`src/hw/rtl/rsm_pkg.sv`:
```
package rsm_pkg;

  // Widths fixed by the interface.
  localparam int unsigned VALUE_W   = 32;
  localparam int unsigned EXP_W     = 32;
  localparam int unsigned BYTE_W    = 8;
  localparam int unsigned CFG_IDX_W = 2;

  // Register indexes on the configuration port.
  localparam logic [CFG_IDX_W-1:0] CFG_MODULUS     = 2'd0;
  localparam logic [CFG_IDX_W-1:0] CFG_PUBLIC_EXP  = 2'd1;
  localparam logic [CFG_IDX_W-1:0] CFG_PRIVATE_EXP = 2'd2;

  // Reset value of the public exponent.
  localparam logic [EXP_W-1:0] PUBLIC_EXP_RESET = 32'd3;

  // Operation codes carried by the func field.
  localparam logic FUNC_ENCRYPT = 1'b0;
  localparam logic FUNC_DECRYPT = 1'b1;

  // Commands from the controller to the datapath.
  typedef struct packed {
    logic load;       // capture a new item and start reducing its base
    logic mul_acc;    // product register takes acc * base
    logic mul_sq;     // product register takes base * base
    logic red_step;   // one bit of the serial reduction
    logic wr_base;    // remainder goes to the base register
    logic wr_acc;     // remainder goes to the accumulator
    logic shift_exp;  // drop the exponent bit just used
    logic finish;     // move the result into the output register
  } dp_cmd_t;

  // Status from the datapath to the controller.
  typedef struct packed {
    logic mod_zero;   // configured modulus is zero
    logic red_done;   // all product bits have been folded in
    logic exp_zero;   // no exponent bits left
    logic exp_lsb;    // current exponent bit
    logic exp_last;   // the current exponent bit is the top one
    logic out_free;   // output register can take a result this cycle
  } dp_status_t;

endpackage

```
`src/hw/rtl/rsm_cfg_regs.sv`:
```
module rsm_cfg_regs #(
  parameter int unsigned MOD_WIDTH = 32
) (
  input  logic                                 clk_i,
  input  logic                                 rst_ni,
  input  logic                                 cfg_valid_i,
  output logic                                 cfg_ready_o,
  input  logic [rsm_pkg::CFG_IDX_W-1:0]        cfg_index_i,
  input  logic [rsm_pkg::VALUE_W-1:0]          cfg_data_i,
  output logic [MOD_WIDTH-1:0]                 modulus_o,
  output logic [rsm_pkg::EXP_W-1:0]            public_exp_o,
  output logic [rsm_pkg::EXP_W-1:0]            private_exp_o
);

  logic                          wr_en;
  logic [MOD_WIDTH-1:0]          modulus_q;
  logic [rsm_pkg::EXP_W-1:0]     public_exp_q;
  logic [rsm_pkg::EXP_W-1:0]     private_exp_q;

  // Writes must arrive only while the block is idle (not enforced); all are taken.
  assign cfg_ready_o = 1'b1;
  assign wr_en       = cfg_valid_i && cfg_ready_o;

  // Register file; only the low bits of the modulus are kept.
  always_ff @(posedge clk_i or negedge rst_ni) begin
    if (!rst_ni) begin
      modulus_q     <= '0;
      public_exp_q  <= rsm_pkg::PUBLIC_EXP_RESET;
      private_exp_q <= '0;
    end else if (wr_en) begin
      case (cfg_index_i)
        rsm_pkg::CFG_MODULUS:     modulus_q     <= cfg_data_i[MOD_WIDTH-1:0];
        rsm_pkg::CFG_PUBLIC_EXP:  public_exp_q  <= cfg_data_i;
        rsm_pkg::CFG_PRIVATE_EXP: private_exp_q <= cfg_data_i;
        default: ;
      endcase
    end
  end

  assign modulus_o     = modulus_q;
  assign public_exp_o  = public_exp_q;
  assign private_exp_o = private_exp_q;

endmodule

```
`src/hw/rtl/rsm_datapath.sv`:
```
module rsm_datapath #(
  parameter int unsigned MOD_WIDTH = 32
) (
  input  logic                          clk_i,
  input  logic                          rst_ni,
  input  rsm_pkg::dp_cmd_t              cmd_i,
  output rsm_pkg::dp_status_t           status_o,
  input  logic [MOD_WIDTH-1:0]          modulus_i,
  input  logic [rsm_pkg::EXP_W-1:0]     public_exp_i,
  input  logic [rsm_pkg::EXP_W-1:0]     private_exp_i,
  input  logic                          func_i,
  input  logic [rsm_pkg::VALUE_W-1:0]   message_value_i,
  input  logic                          last_item_i,
  input  logic                          out_stall_i,
  output logic                          out_valid_o,
  output logic [rsm_pkg::VALUE_W-1:0]   result_value_o,
  output logic                          error_flag_o,
  output logic                          last_out_o
);

  // The product register must also hold a full-width message for the base reduction.
  localparam int unsigned MulW  = 2 * MOD_WIDTH;
  localparam int unsigned ProdW = (MulW > rsm_pkg::VALUE_W) ? MulW : rsm_pkg::VALUE_W;
  localparam int unsigned CntW  = $clog2(ProdW + 1);

  logic [MOD_WIDTH-1:0]          acc_q;
  logic [MOD_WIDTH-1:0]          base_q;
  logic [MOD_WIDTH-1:0]          rem_q;
  logic [ProdW-1:0]              prod_q;
  logic [CntW-1:0]               cnt_q;
  logic [rsm_pkg::EXP_W-1:0]     exp_q;
  logic                          func_q;
  logic                          last_q;
  logic                          err_q;

  logic                          out_valid_q;
  logic [rsm_pkg::VALUE_W-1:0]   out_value_q;
  logic                          out_err_q;
  logic                          out_last_q;

  logic [ProdW-1:0]              load_base;
  logic [MOD_WIDTH-1:0]          mul_a;
  logic [MulW-1:0]               mul_p;
  logic [MOD_WIDTH:0]            trial;
  logic [MOD_WIDTH:0]            diff;
  logic [MOD_WIDTH-1:0]          rem_d;
  logic [rsm_pkg::VALUE_W-1:0]   result_d;

  // Encryption only looks at the low byte of the message.
  assign load_base = (func_i == rsm_pkg::FUNC_DECRYPT) ? ProdW'(message_value_i)
                                                       : ProdW'(message_value_i[rsm_pkg::BYTE_W-1:0]);

  // Single shared multiplier; both operands are already reduced.
  assign mul_a = cmd_i.mul_acc ? acc_q : base_q;
  assign mul_p = MulW'(mul_a) * MulW'(base_q);

  // Restoring reduction: shift in one product bit, subtract the modulus if it fits.
  assign trial = {rem_q, prod_q[ProdW-1]};
  assign diff  = trial - {1'b0, modulus_i};
  assign rem_d = (trial >= {1'b0, modulus_i}) ? diff[MOD_WIDTH-1:0] : trial[MOD_WIDTH-1:0];

  // Product register and reduction counter.
  always_ff @(posedge clk_i or negedge rst_ni) begin
    if (!rst_ni) begin
      cnt_q <= '0;
    end else if (cmd_i.load || cmd_i.mul_acc || cmd_i.mul_sq) begin
      cnt_q <= CntW'(ProdW);
    end else if (cmd_i.red_step) begin
      cnt_q <= cnt_q - CntW'(1);
    end
  end

  always_ff @(posedge clk_i) begin
    if (cmd_i.load) begin
      prod_q <= load_base;
      rem_q  <= '0;
    end else if (cmd_i.mul_acc || cmd_i.mul_sq) begin
      prod_q <= ProdW'(mul_p);
      rem_q  <= '0;
    end else if (cmd_i.red_step) begin
      prod_q <= prod_q << 1;
      rem_q  <= rem_d;
    end
  end

  // Item registers: accumulator, base, exponent and side-band bits.
  always_ff @(posedge clk_i) begin
    if (cmd_i.load) begin
      acc_q  <= MOD_WIDTH'(1);
      exp_q  <= (func_i == rsm_pkg::FUNC_DECRYPT) ? private_exp_i : public_exp_i;
      func_q <= func_i;
      last_q <= last_item_i;
      err_q  <= (modulus_i == '0);
    end else begin
      if (cmd_i.wr_acc) begin
        acc_q <= rem_q;
      end
      if (cmd_i.shift_exp) begin
        exp_q <= exp_q >> 1;
      end
    end
    if (cmd_i.wr_base) begin
      base_q <= rem_q;
    end
  end

  // Final formatting: zero on error, low byte only when decrypting.
  always_comb begin
    if (err_q) begin
      result_d = '0;
    end else if (func_q == rsm_pkg::FUNC_DECRYPT) begin
      result_d = rsm_pkg::VALUE_W'(acc_q[rsm_pkg::BYTE_W-1:0]);
    end else begin
      result_d = rsm_pkg::VALUE_W'(acc_q);
    end
  end

  // Output register; it holds a beat until the receiver takes it.
  always_ff @(posedge clk_i or negedge rst_ni) begin
    if (!rst_ni) begin
      out_valid_q <= 1'b0;
    end else if (cmd_i.finish) begin
      out_valid_q <= 1'b1;
    end else if (!out_stall_i) begin
      out_valid_q <= 1'b0;
    end
  end

  always_ff @(posedge clk_i) begin
    if (cmd_i.finish) begin
      out_value_q <= result_d;
      out_err_q   <= err_q;
      out_last_q  <= last_q;
    end
  end

  assign out_valid_o    = out_valid_q;
  assign result_value_o = out_value_q;
  assign error_flag_o   = out_err_q;
  assign last_out_o     = out_last_q;

  // Status back to the controller.
  always_comb begin
    status_o          = '0;
    status_o.mod_zero = (modulus_i == '0);
    status_o.red_done = (cnt_q == '0);
    status_o.exp_zero = (exp_q == '0);
    status_o.exp_lsb  = exp_q[0];
    status_o.exp_last = (exp_q[rsm_pkg::EXP_W-1:1] == '0);
    status_o.out_free = !out_valid_q || !out_stall_i;
  end

endmodule

```
`src/hw/rtl/rsm_ctrl.sv`:
```
module rsm_ctrl (
  input  logic                 clk_i,
  input  logic                 rst_ni,
  input  logic                 in_valid_i,
  output logic                 in_stall_o,
  input  rsm_pkg::dp_status_t  status_i,
  output rsm_pkg::dp_cmd_t     cmd_o
);

  localparam logic [2:0] ST_IDLE  = 3'd0;
  localparam logic [2:0] ST_RED_B = 3'd1;
  localparam logic [2:0] ST_CHK   = 3'd2;
  localparam logic [2:0] ST_MUL_A = 3'd3;
  localparam logic [2:0] ST_RED_A = 3'd4;
  localparam logic [2:0] ST_MUL_S = 3'd5;
  localparam logic [2:0] ST_RED_S = 3'd6;
  localparam logic [2:0] ST_FIN   = 3'd7;

  logic [2:0] state_q;
  logic [2:0] state_d;

  // Input is taken only between items.
  assign in_stall_o = (state_q != ST_IDLE);

  // Square-and-multiply sequencing, exponent bits from the bottom up.
  always_comb begin
    cmd_o   = '0;
    state_d = state_q;
    case (state_q)
      ST_IDLE: begin
        if (in_valid_i) begin
          cmd_o.load = 1'b1;
          state_d    = status_i.mod_zero ? ST_FIN : ST_RED_B;
        end
      end
      ST_RED_B: begin
        if (status_i.red_done) begin
          cmd_o.wr_base = 1'b1;
          state_d       = ST_CHK;
        end else begin
          cmd_o.red_step = 1'b1;
        end
      end
      ST_CHK: begin
        if (status_i.exp_zero) begin
          state_d = ST_FIN;
        end else if (status_i.exp_lsb) begin
          state_d = ST_MUL_A;
        end else begin
          state_d = ST_MUL_S;
        end
      end
      ST_MUL_A: begin
        cmd_o.mul_acc = 1'b1;
        state_d       = ST_RED_A;
      end
      ST_RED_A: begin
        if (status_i.red_done) begin
          cmd_o.wr_acc = 1'b1;
          // The last square would never be used.
          state_d      = status_i.exp_last ? ST_FIN : ST_MUL_S;
        end else begin
          cmd_o.red_step = 1'b1;
        end
      end
      ST_MUL_S: begin
        cmd_o.mul_sq = 1'b1;
        state_d      = ST_RED_S;
      end
      ST_RED_S: begin
        if (status_i.red_done) begin
          cmd_o.wr_base   = 1'b1;
          cmd_o.shift_exp = 1'b1;
          state_d         = ST_CHK;
        end else begin
          cmd_o.red_step = 1'b1;
        end
      end
      ST_FIN: begin
        if (status_i.out_free) begin
          cmd_o.finish = 1'b1;
          state_d      = ST_IDLE;
        end
      end
      default: begin
        state_d = ST_IDLE;
      end
    endcase
  end

  always_ff @(posedge clk_i or negedge rst_ni) begin
    if (!rst_ni) begin
      state_q <= ST_IDLE;
    end else begin
      state_q <= state_d;
    end
  end

endmodule

```
`src/hw/rtl/rsa_symbol_modexp.sv`:
```
// Per item the base is first reduced modulo the modulus; then, for each exponent bit from the
// bottom up, a decision state, a multiply when the bit is set and a square except after the top
// bit, each followed by a serial reduction of PW = max(2*MOD_WIDTH, 32) product bits; then ST_FIN.
// A zero exponent goes to ST_FIN after the base reduction, a zero modulus straight away.
// One item is in work at a time; a result waiting in the output register does not block the
// next input beat. Reset (rst_ni low, asynchronous) empties the block and loads the defaults.
module rsa_symbol_modexp #(
  parameter int unsigned MOD_WIDTH = 32
) (
  input  logic                                 clk_i,
  input  logic                                 rst_ni,
  input  logic                                 in_valid_i,
  output logic                                 in_stall_o,
  input  logic                                 func_i,
  input  logic [rsm_pkg::VALUE_W-1:0]          message_value_i,
  input  logic                                 last_item_i,
  output logic                                 out_valid_o,
  input  logic                                 out_stall_i,
  output logic [rsm_pkg::VALUE_W-1:0]          result_value_o,
  output logic                                 error_flag_o,
  output logic                                 last_out_o,
  input  logic                                 cfg_valid_i,
  output logic                                 cfg_ready_o,
  input  logic [rsm_pkg::CFG_IDX_W-1:0]        cfg_index_i,
  input  logic [rsm_pkg::VALUE_W-1:0]          cfg_data_i
);

  logic [MOD_WIDTH-1:0]          modulus;
  logic [rsm_pkg::EXP_W-1:0]     public_exp;
  logic [rsm_pkg::EXP_W-1:0]     private_exp;
  rsm_pkg::dp_cmd_t              cmd;
  rsm_pkg::dp_status_t           status;

  // Configuration registers.
  rsm_cfg_regs #(
    .MOD_WIDTH (MOD_WIDTH)
  ) u_cfg (
    .clk_i         (clk_i),
    .rst_ni        (rst_ni),
    .cfg_valid_i   (cfg_valid_i),
    .cfg_ready_o   (cfg_ready_o),
    .cfg_index_i   (cfg_index_i),
    .cfg_data_i    (cfg_data_i),
    .modulus_o     (modulus),
    .public_exp_o  (public_exp),
    .private_exp_o (private_exp)
  );

  // Sequencer.
  rsm_ctrl u_ctrl (
    .clk_i      (clk_i),
    .rst_ni     (rst_ni),
    .in_valid_i (in_valid_i),
    .in_stall_o (in_stall_o),
    .status_i   (status),
    .cmd_o      (cmd)
  );

  // Multiplier, serial reducer and output register.
  rsm_datapath #(
    .MOD_WIDTH (MOD_WIDTH)
  ) u_datapath (
    .clk_i           (clk_i),
    .rst_ni          (rst_ni),
    .cmd_i           (cmd),
    .status_o        (status),
    .modulus_i       (modulus),
    .public_exp_i    (public_exp),
    .private_exp_i   (private_exp),
    .func_i          (func_i),
    .message_value_i (message_value_i),
    .last_item_i     (last_item_i),
    .out_stall_i     (out_stall_i),
    .out_valid_o     (out_valid_o),
    .result_value_o  (result_value_o),
    .error_flag_o    (error_flag_o),
    .last_out_o      (last_out_o)
  );

endmodule

```
`config.mk`:
```
export PLATFORM = sky130hd
export DESIGN_NAME = rsa_symbol_modexp
export DESIGN_NICKNAME = d
export VERILOG_FILES = /design/src/hw/rtl/rsm_pkg.sv /design/src/hw/rtl/rsm_cfg_regs.sv /design/src/hw/rtl/rsm_datapath.sv /design/src/hw/rtl/rsm_ctrl.sv /design/src/hw/rtl/rsa_symbol_modexp.sv
export SDC_FILE = /design/constraint.sdc
export NUM_CORES = 2
export LEC_CHECK = 0
export BUFFER_PORTS_ARGS = -buffer_cell sky130_fd_sc_hd__buf_2
export CORE_MARGIN = 5
export CORE_UTILIZATION = 40
export DETAILED_ROUTE_END_ITERATION = 10
export HOLD_SLACK_MARGIN = 0.08
export PLACE_DENSITY = 0.63
export SLEW_MARGIN = 10
export SYNTH_ARGS = -nofsm -noshare
export SYNTH_HDL_FRONTEND = slang
export SYNTH_SLANG_ARGS = --single-unit
```
`constraint.sdc`:
```
create_clock -name clk_i -period 20.2 [get_ports clk_i]
set_clock_uncertainty 0.05 [all_clocks]
set_input_delay 1.01 -clock clk_i [delete_from_list [all_inputs] [get_ports clk_i]]
set_output_delay 1.01 -clock clk_i [all_outputs]
set_load 0.02 [all_outputs]
```
==> Word level (Yosys, flattened, before mapping) <==
Cells that the tools add are included.
{ "word_totals": {"inputBits": 73, "ff_bits": 336} }
{ "op_classes": {"n_addsub": 2, "n_mux": 34, "magnitude_cmp": 1, "mul": 1, "eq_ne": 14, "reduce_logical": 24} }
{ "ops": {"columns": ["operator", "n"], "rows": [
  ["$mux 32", 6],
  ["$mux 64", 3],
  ["$logic_not 32->1", 2],
  ["$mul 32x32->64", 1],
  ["$ge 33x32->1", 1],
  ["$sub 32x32->32", 1],
  ["$logic_not 31->1", 1],
  ["$mux 3", 7],
  ["$pmux 3 s7", 1],
  ["$mux 1", 14],
  ["$mux 7", 2],
  ["$eq 3x3->1 const B", 4],
  ["$logic_not 7->1", 1],
  ["$sub 7x1->7 const B", 1],
  ["$eq 3x2->1 const B", 2],
  ["$ne 2x2->1 const B", 3],
  ["$reduce_and 2->1", 3],
  ["$reduce_bool 3->1", 2],
  ["$reduce_or 2->1", 3],
  ["$logic_or 1x1->1", 4],
  ["$ne 2x1->1 const B", 2],
  ["$reduce_and 4->1", 1],
  ["$reduce_bool 2->1", 2],
  ["$eq 3x1->1 const B", 1],
  ["other kinds (7)", 8]
]} }

==> Logic depth before layout (Yosys ltp) <==
{ "logic_depth": {"ltp_word": 6, "mapped_depth": 34} }

==> Hierarchy <==
Synthesis repeated with hierarchy kept, for this count alone.
{ "unflattened": {"cells_unflattened": 5115, "area_unflattened_um2": 49436.2} }
{ "modules_own_cells": {"columns": ["mod", "cells_each", "instances", "area_per_inst_um2"], "rows": [
  ["rsm_datapath", 4870, 1, 45468.6],
  ["rsm_cfg_regs", 206, 1, 3639.7],
  ["rsm_ctrl", 39, 1, 327.8]
]} }

==> Least setup slack after synthesis <==
OpenSTA, ideal clock, no wires.
{ "synth_path": {"path_type": "reg2reg", "start": "register u_ctrl.state_q[1]", "end": "register u_datapath.prod_q[57] (data pin)", "period_less_slack_ns": 8.571, "arrival_ns": 8.255, "setup_slack_ns": 11.629, "stages_incl_launch_ff": 32, "setup_ns": 0.267, "cell_sequence": "dfrtp_1 -> nor2b_1 -> nand2_1 -> clkbuf_1 -> mux2_2 -> clkbuf_1 -> and2_1 -> fa_1 -> fa_1 -> fa_1 -> inv_1 -> fa_1 -> inv_1 -> fa_1 -> inv_1 -> fa_1 -> inv_1 -> fa_1 -> inv_1 -> fa_1 -> inv_1 -> ha_1 -> clkbuf_1 -> a21o_1 -> a211o_1 -> o31ai_2 -> a22oi_2 -> a221o_1 -> a31oi_4 -> o21bai_1 -> xnor2_1 -> o21ai_0"} }
{ "synth_via": {"elab_chain_cells": 6, "word_cells_on_any_way": 11} }
{ "synth_rtl": {"columns": ["item", "line_no", "source"], "rows": [
  ["start: declaration", "rsm_ctrl.sv:19", "logic [2:0] state_q;"],
  ["start signal: assignment", "rsm_ctrl.sv:95", "state_q <= state_d;"],
  ["$eq 3x2->1", "rsm_ctrl.sv:29", "case (state_q)"],
  ["$mux 1", "rsm_ctrl.sv:29", null],
  ["$mux 32", "rsm_datapath.sv:54", "assign mul_a = cmd_i.mul_acc ? acc_q : base_q;"],
  ["$mul 32x32->64", "rsm_datapath.sv:55", "assign mul_p = MulW'(mul_a) * MulW'(base_q);"],
  ["$mux 64", "rsm_datapath.sv:77", "end else if (cmd_i.mul_acc || cmd_i.mul_sq) begin"],
  ["$mux 64 *", "rsm_datapath.sv:74", "if (cmd_i.load) begin"],
  ["end signal: assignment", "rsm_datapath.sv:75", "prod_q <= load_base;"],
  ["end signal: assignment", "rsm_datapath.sv:78", "prod_q <= ProdW'(mul_p);"],
  ["end signal: assignment", "rsm_datapath.sv:81", "prod_q <= prod_q << 1;"],
  ["end: declaration", "rsm_datapath.sv:29", "logic [ProdW-1:0] prod_q;"]
]} }
Every way passes the cells marked *; elsewhere a longest branch is shown, timed or not.
A chain may end at the register's enable or synchronous reset.

==> Worst setup path after layout <==
{ "layout_path": {"start": "register u_ctrl.state_q[1]", "end": "register u_datapath.prod_q[60] (data pin)"} }
The elaborated chain is that of the path after synthesis.

==> metrics.txt <==
status completed; Syn Inst Count 5113; Routed Antenna Nets 0; final core utilization 42.81%; clk_lat worst skew roughly 0.53 ns; Async SR Flop Fraction 31.85%; Vias/cell ~5.2; placed wire-length estimate 102400 microns; worst hold path depth 0; RR Endpoint u_datapath.prod_q[60]$_SDFFCE_PP0P_; Area contributors post-synth fa_1 (37%), edfxtp_1 (10%), ha_1 (7.6%); Synth Area in Compound Gates 7.477%; pin count of the biggest net entering global routing 91; core box area 121600 sq um; Setup Viol. Count Final 0; post-CTS setup buffers 0; Startpoint Class flip-flop; final wirelength approximately 130000 microns; Distinct cells, synth 77; fraction of layout cells with a size suffix above 1 6.879%; CP startpoint u_ctrl.state_q[1]$_DFFE_PN0P_; Slew Viols, Final 0; area leader, netlist fa_1; sequential area share after synthesis 18.24%; GPL Wtd Cong around 0.92; most instantiated cells after synthesis inv_1 (933), fa_1 (897), nand2_1 (693); synthesized area 48890 sq um; largest family of logic cells by synthesized area adder cells; die area 129300 sq um; Post-Synth XOR/XNOR Area under 10%; fin crit period 10.01 ns; hold buffer count at cts 0; CTS tree done; die span in y 359.6 microns; unrepaired setup endpoints after global routing no; Final nets approximately 6300; H-tree Lvls 2; antenna violations before repair 5; clock root cell clkbuf_16; CP Data Required Time 20.40 ns; CP Capture Type flip-flop; WP data arrival 10.21 ns; I/O Pins between 100 and 150; Site Rows 128; reg2reg start u_ctrl.state_q[1]$_DFFE_PN0P_; placed cells approximately 6600; DR vias 34730; GRT Overall Usage 20.34%; post-cts sizing count 0; max-cap viol count 0; setup TNS 0 ns; mean post-synth cell area 9.563 sq um; GRT overflow 0; global-route wire length before repair 211500 microns; Slew Limit Headroom approximately 15%; Adder-Cell Fraction of Synth Area 44.33%; DR DRC count 0; worst-case clock buffer depth 3; Die X 359.6 microns; Synth Warn # 0; CTS Sinks 336; CP Max Fanout 52; area share of the largest cell type after synthesis ~37%; Layout area overhead 6.418%; end point of the critical path u_datapath.prod_q[60]$_SDFFCE_PP0P_; PortBufs about 110; CTS buffer count 35; worst hold path class flip-flop to flip-flop; f_max 0.09985 GHz; Iteration-0 DRC Markers around 2200; number of synthesized register bits 336; 1st-pass router iterations 6; Final Hold Viols 0; Top FF cell, synth edfxtp_1; measured slew at the worst slew-check pin 1.272 ns; Worst R2R Path Depth 26; fin crit share around half; Post-synth EDFFs 165; Clock Pin Slew Worst Setup and Hold Paths 0.07 ns; vias in the first global route around 38000; most frequent cell after synthesis inv_1; Syn Nets ~6400; Simple-Gate Fraction of Synth Area 15.58%; mux share of post-synthesis cell area 3.158%; critical path type flip-flop to flip-flop; final std cells w/o fill 6670; r2r setup slk about 10 ns; Initial Util 40.22%; WL/cell 19.50 microns; hold_ws around 0.37 ns
==> worst max-delay path: stages, from the launching register on <==
cell	delay (ns)
dfrtp_1	0.50
nor2b_1	0.21
nand2_2	0.31
buf_4	0.63
mux2_2	0.70
and2_1	0.31
fa_1	0.55
inv_1	0.06
fa_1	0.50
fa_1	0.49
fa_1	0.56
inv_1	0.05
fa_1	0.48
fa_1	0.46
fa_1	0.65
fa_1	0.47
ha_1	0.41
nand2_1	0.12
o21a_1	0.24
a211oi_1	0.42
nand2_1	0.10
a32oi_1	0.24
a21oi_1	0.11
o41ai_1	0.54
a311oi_1	0.20
xor2_1	0.17
o21ai_0	0.08
==> worst min-delay path by stage <==
stage,start,end,slack [ns]
floorplan,u_datapath.last_q$_DFFE_PP_,u_datapath.last_out_o$_DFFE_PP_,0.35
global placement,u_datapath.last_q$_DFFE_PP_,u_datapath.last_out_o$_DFFE_PP_,0.36
detailed placement,u_datapath.last_q$_DFFE_PP_,u_datapath.last_out_o$_DFFE_PP_,0.36
CTS,u_datapath.last_q$_DFFE_PP_,u_datapath.last_out_o$_DFFE_PP_,0.38
global route,u_datapath.last_q$_DFFE_PP_,u_datapath.last_out_o$_DFFE_PP_,0.39
finish,u_datapath.last_q$_DFFE_PP_,u_datapath.last_out_o$_DFFE_PP_,0.37
==> metrics by stage <==
| stage | worst slack [ns] | cell area, sq um |
|---|---|---|
| after global routing | 9.627 | 52030 |
| after CTS | 10.27 | 52030 |
| after global placement | 10.45 | 50790 |
| final | 10.19 | 52030 |
| after floorplan | 11.63 | 48890 |
| after detailed placement | 10.34 | 50790 |
==> layer usage <==
metal	track usage (%)	wire, microns	up-vias
met1	27.68	56100	17860
met3	3.560	9118	209
met2	33.32	60350	1074
li1	-	-	15590
met5	0	0	-
met4	6.442	4486	0
==> layout make-up <==
| class | instances | area (sq um) |
|---|---|---|
| inverters | 933 | 3502 |
| multi-input cells | 3545 | 35360 |
| clock buffers | 50 | 1047 |
| repair buffers | 166 | 978.4 |
| fillers | 11750 | 69520 |
| clock inverters | 14 | 196.4 |
| flip-flops and latches | 336 | 8916 |
| well taps | 1625 | 2033 |
| diodes | 1 | 2.502 |
==> cell usage in the layout (no fill, tap or decap), types with 24 or more instances in the layout <==
| cell type | instances |
|---|---|
| dfrtp_1 | 105 |
| nor4_1 | 24 |
| fa_1 | 897 |
| nand4_1 | 26 |
| xor2_1 | 34 |
| edfxtp_1 | 165 |
| nor2_1 | 76 |
| clkbuf_16 | 39 |
| a22oi_1 | 33 |
| buf_4 | 59 |
| a21o_1 | 48 |
| nor2b_1 | 24 |
| inv_1 | 931 |
| o21ai_0 | 196 |
| ha_1 | 297 |
| dfxtp_1 | 64 |
| mux2_2 | 98 |
| nand2_1 | 690 |
| mux2i_1 | 44 |
| buf_2 | 107 |
| a21oi_1 | 146 |
| nand3_1 | 36 |
| xnor2_1 | 59 |
| o21a_1 | 29 |
| and2_1 | 587 |
==> cell families after synthesis <==
kind of cell,count (synthesis)
and+or+nand+nor,1532
buffers and inverters,1232
adders and majority gates,1194
AOI/OAI and AO/OA,583
DFF,336
muxes,142
xor gates and xnor gates,93
other,1
==> state kept, by name, indices dropped and copies added (netlist names), 3 cells and up <==
signal                     cells
u_cfg.modulus_o               32
u_cfg.private_exp_o           32
u_cfg.public_exp_o            32
u_ctrl.state_q                 3
u_datapath.acc_q              32
u_datapath.base_q             32
u_datapath.cnt_q               7
u_datapath.exp_q              32
u_datapath.prod_q             64
u_datapath.rem_q              32
u_datapath.result_value_o     32
Power is left out: the tool's default activity adds up to more than one toggle a clock period on the data nets, which glitch-free logic cannot reach.
